File: src/lzss_pkg.sv
// shared types and constants for the lzss stream decompressor
// no dependencies; imported by every module of the block but lzss_ram

package lzss_pkg;

    localparam int WINDOW_SIZE = 4096;
    localparam int RING_AW     = $clog2(WINDOW_SIZE);
    localparam int LEN_W       = 19;
    localparam int CNT_W       = 5;

    localparam logic [RING_AW-1:0] START_POSITION = RING_AW'(4078);
    localparam logic [LEN_W-1:0]   LEN_RESET      = LEN_W'(524280);
    localparam logic [3:0]         FLAGS_PER_BYTE = 4'd8;
    localparam logic [CNT_W-1:0]   MIN_LEN_M1     = CNT_W'(2);

    typedef struct packed {
        logic [7:0] data_byte;
        logic       first;
    } t_in_item;

    typedef struct packed {
        logic [7:0] out_byte;
        logic       last;
        logic       done_res;
    } t_out_item;

    typedef enum logic [1:0] {
        KIND_FLAG,
        KIND_LIT,
        KIND_REF1,
        KIND_REF2
    } t_kind;

    typedef enum logic [1:0] {
        ST_CLEAR,
        ST_IDLE,
        ST_COPY
    } t_state;

    typedef struct packed {
        logic accept;
        logic clr_we;
        logic copy_en;
    } t_dp_cmd;

    typedef struct packed {
        t_kind kind;
        logic  first;
        logic  copy_last;
        logic  clr_last;
    } t_dp_sts;

endpackage

File: src/lzss_ctrl.sv
// controller: clear pass, item acceptance and copy sequencing
// depends on lzss_pkg

module lzss_ctrl (
    input  logic              i_clk,
    input  logic              i_rst_n,
    input  logic              i_in_valid,
    output logic              o_in_ready,
    input  lzss_pkg::t_dp_sts i_sts,
    output lzss_pkg::t_dp_cmd o_cmd
);

    import lzss_pkg::*;

    t_state r_state;
    t_state n_state;

    always_ff @(posedge i_clk) begin
        if (!i_rst_n) begin
            r_state <= ST_CLEAR;
        end else begin
            r_state <= n_state;
        end
    end

    always_comb begin
        n_state       = r_state;
        o_in_ready    = 1'b0;
        o_cmd.accept  = 1'b0;
        o_cmd.clr_we  = 1'b0;
        o_cmd.copy_en = 1'b0;
        case (r_state)
            ST_CLEAR: begin
                o_cmd.clr_we = 1'b1;
                if (i_sts.clr_last) begin
                    n_state = ST_IDLE;
                end
            end
            ST_IDLE: begin
                o_in_ready   = 1'b1;
                o_cmd.accept = i_in_valid;
                if (i_in_valid) begin
                    if (i_sts.first) begin
                        n_state = ST_CLEAR;
                    end else if (i_sts.kind inside {KIND_LIT, KIND_REF2}) begin
                        n_state = ST_COPY;
                    end
                end
            end
            ST_COPY: begin
                o_cmd.copy_en = 1'b1;
                if (i_sts.copy_last) begin
                    n_state = ST_IDLE;
                end
            end
            default: begin
                n_state = ST_CLEAR;
            end
        endcase
    end

endmodule

File: config.mk
export PLATFORM = sky130hd
export DESIGN_NAME = lzss_ctrl
export DESIGN_NICKNAME = d
export VERILOG_FILES = /design/src/lzss_pkg.sv /design/src/lzss_ctrl.sv
export SDC_FILE = /design/constraint.sdc
export NUM_CORES = 1
export LEC_CHECK = 0
export BUFFER_PORTS_ARGS = -buffer_cell sky130_fd_sc_hd__buf_2
export CAP_MARGIN = 10
export CORE_AREA = 2 2 39 41
export DETAILED_ROUTE_END_ITERATION = 8
export DIE_AREA = 0 0 41 43
export PLACE_DENSITY = 0.41
export SYNTH_ARGS = -nofsm -noshare
export SYNTH_HDL_FRONTEND = slang
export SYNTH_SLANG_ARGS = --single-unit
File: constraint.sdc
create_clock -name i_clk -period 1.1 [get_ports i_clk]
set_input_delay 0.11 -clock i_clk [delete_from_list [all_inputs] [get_ports i_clk]]
set_output_delay 0.11 -clock i_clk [all_outputs]
set_load 0.05 [all_outputs]
==> summary.md <==
| Metric | Value |
|---|---|
| RSZ-0062 raised after global routing | `yes` |
| Post-DRT Antenna Nets | `0` |
| Avg Cell Area, Syn | `9.62 µm²` |
| H-tree levels | `1` |
| Initial antenna violation count | `0` |
| CTS Buf Count | `3` |
| HP Class | `input pin to register` |
| Final Net Count | `38` |
| Failing checks | `negative setup slack` |
| Clk_lat worst skew | `230 ps` |
| Drt pass-1 iters | `3` |
| Synthesized flop and latch total | `2` |
| DRT iter0 DRCs | `4` |
| Setup TNS | `-159 ps` |
| Worst r2r src | `r_state[1]` |
| Routed vias | `155` |
| Synthesized cell area | `125 µm²` |
| GPL Wtd Cong | `0.571` |
| Slowest Stage Delay on Critical Path | `340 ps` |
| Biggest regs | `r_state x2` |
| Post-DP HPWL | `314 µm` |
| R2R setup slack | `50 ps` |
| CP Class | `register to primary output` |
| Fillers | `154` |
| Dpl cell area | `209 µm²` |
| Reg2Reg Capture Point | `r_state[0]` |
| Crit path from | `r_state[1]` |
| Starting Density | `9.04%` |
| Max-Cap Viols | `0` |
| Setup crit end | `o_cmd[2]` |
| PwrDens | `1370 mW/mm²` |
| Clk_skew | `3.67 ps` |
| Ys Warns | `0` |
| Final hold vios | `0` |
| Netlist cell types | `9` |
| Worst VDD drop | `0.000402 V` |
| Max reg flops | `2` |
| Net count after synthesis | `21` |
| Outcome | `finished with violations` |
| Largest net degree at the start of global routing | `6` |
| Mapped Cells | `13` |
| Fmax | `831 MHz` |
| Die height | `43 µm` |
| Static Leak | `0.121 nW` |
| Most flop-heavy register | `r_state` |
| Critical Path AT | `1090 ps` |
| Max-slew headroom | `83.7%` |
| Final Setup Violations | `2` |
| Fin crit period | `1200 ps` |
| Crit path max-delay family | `simple AND/OR/NAND/NOR gates` |
| Core Util, Final | `18.7%` |
| CP Launch Type | `register` |
| Worst path required time | `990 ps` |
| Die outline area | `0.00176 mm²` |
| Slew of the pin with the lowest slew margin | `246 ps` |
| Final setup margin | `-103 ps` |
| Cell count along the critical path | `3` |
| Rows | `14` |
| Core box area | `0.00138 mm²` |
| Post-route DRC | `0` |
| Drt total wl | `413 µm` |
| Post-place setup slack | `24.4 ps` |
| Clock Tree Root | `clkbuf_4` |
| Die X | `41 µm` |
| Crit. End Element | `primary output` |
| I/O pin total | `12` |
| Clock Pin Slew Worst Setup and Hold Paths | `30 ps` |
| Gr usage total | `6.31%` |
| Layout cells sized above 1 | `71.4%` |
| Clock Sinks | `2` |
| Sequential area share after synthesis | `32.0%` |
| Buf/Inv on CP | `1` |
| Routed vias/inst | `3.52` |
| Max clock buf depth | `2` |
| CTS tree | `done` |
| Avg WL per Cell | `9.39 µm` |
| Slowest CP cell | `dfxtp_2` |
| Hold-fix buffers, CTS | `0` |
| Vias in the first global route | `160` |
| Overall Power | `355 µW` |
| GR Overflow Total | `0` |
| Reg2Reg Depth | `3` |
| Syn-to-layout area delta | `107%` |
| Fin area | `259 µm²` |
| Count of buffers from port buffering | `10` |
| Critical-path cell list | `and2b_2, and2_4, buf_8` |
| Largest fanout on the critical path | `5` |
| Ratio of final minimum period to clock period | `109%` |
| Fin. max-slew vios | `0` |
| Global-route wire length before repair | `627 µm` |
| Ant diodes | `0` |
## area by class of cell
type                       count  area (µm²)  share of cell area [%]
sequential                     2        41.3                    15.9
clock buffer                   3        22.5                    8.70
multi-input combinational     11        91.3                    35.3
timing repair buffer          12        83.8                    32.4
tap                           16        20.0                    7.73
## worst min-delay path by stage
| stage | startpoint | to | slack, ps | cells after the start |
|---|---|---|---|---|
| global placement | i_sts[3] | r_state[1] | 400 | 2 |
| finish | i_sts[3] | r_state[1] | 160 | 2 |
| global route | i_sts[3] | r_state[1] | 160 | 2 |
| floorplan | i_rst_n | r_state[0] | 260 | 1 |
| detailed placement | i_sts[3] | r_state[1] | 380 | 2 |
| CTS | i_sts[3] | r_state[1] | 140 | 2 |
## routing by layer
| metal | routed length, µm | vias up | global-route usage [%] |
|---|---|---|---|
| li1 | - | 79 | - |
| met1 | 212 | 61 | 6.37 |
| met2 | 120 | 13 | 6.88 |
| met3 | 68 | 2 | 6.28 |
| met4 | 11 | 0 | 6.00 |
| met5 | 0 | - | 0 |
## per-stage QoR
step,hold slack [ps],cells
after floorplan,264,13
after global placement,397,40
after detailed placement,378,40
after CTS,140,43
after global routing,162,44
final,156,44
## cells in the mapped netlist (all sizes together)
master | count | area share (%)
nor2b | 3 | 15
a32o | 2 | 16
dfxtp | 2 | 32
and2 | 1 | 5.0
and2b | 1 | 6.0
and4bb | 1 | 10
mux2 | 1 | 9.0
nor2 | 1 | 3.0
o21ai | 1 | 4.0
## logic make-up (layout without fill, tap and decap cells)
logic type	after synthesis	count (layout)	synth area share (%)
simple gates	7	7	39.0
buf+inv	0	15	0
mux	1	1	9.00
flops	2	2	32.0
compound gates	3	3	20.0
## cells in the final DEF, fill, tap and decap left out
cell      n
a32o_1    2
and2_4    1
and2b_2   1
and4bb_1  1
buf_2     7
buf_4     3
buf_6     1
buf_8     1
clkbuf_4  3
dfxtp_1   1
dfxtp_2   1
mux2_2    1
nor2_1    1
nor2b_1   2
nor2b_2   1
o21ai_0   1
## timing repair
item,in CTS,in global routing
endpoints found under the hold margin,0,0
pin swaps,1,0
setup buffers,0,1
endpoints found under the setup margin,4,4
gates cloned,0,0
resized for setup,7,0
## where the power goes
part | total, mW | switching (mW) | internal, mW
sequential | 0.0806 | 0.00286 | 0.0777
clock | 0.165 | 0.0445 | 0.121
combinational | 0.109 | 0.0619 | 0.0470
total | 0.355 | 0.109 | 0.245
(Power assumes the default switching activity.)
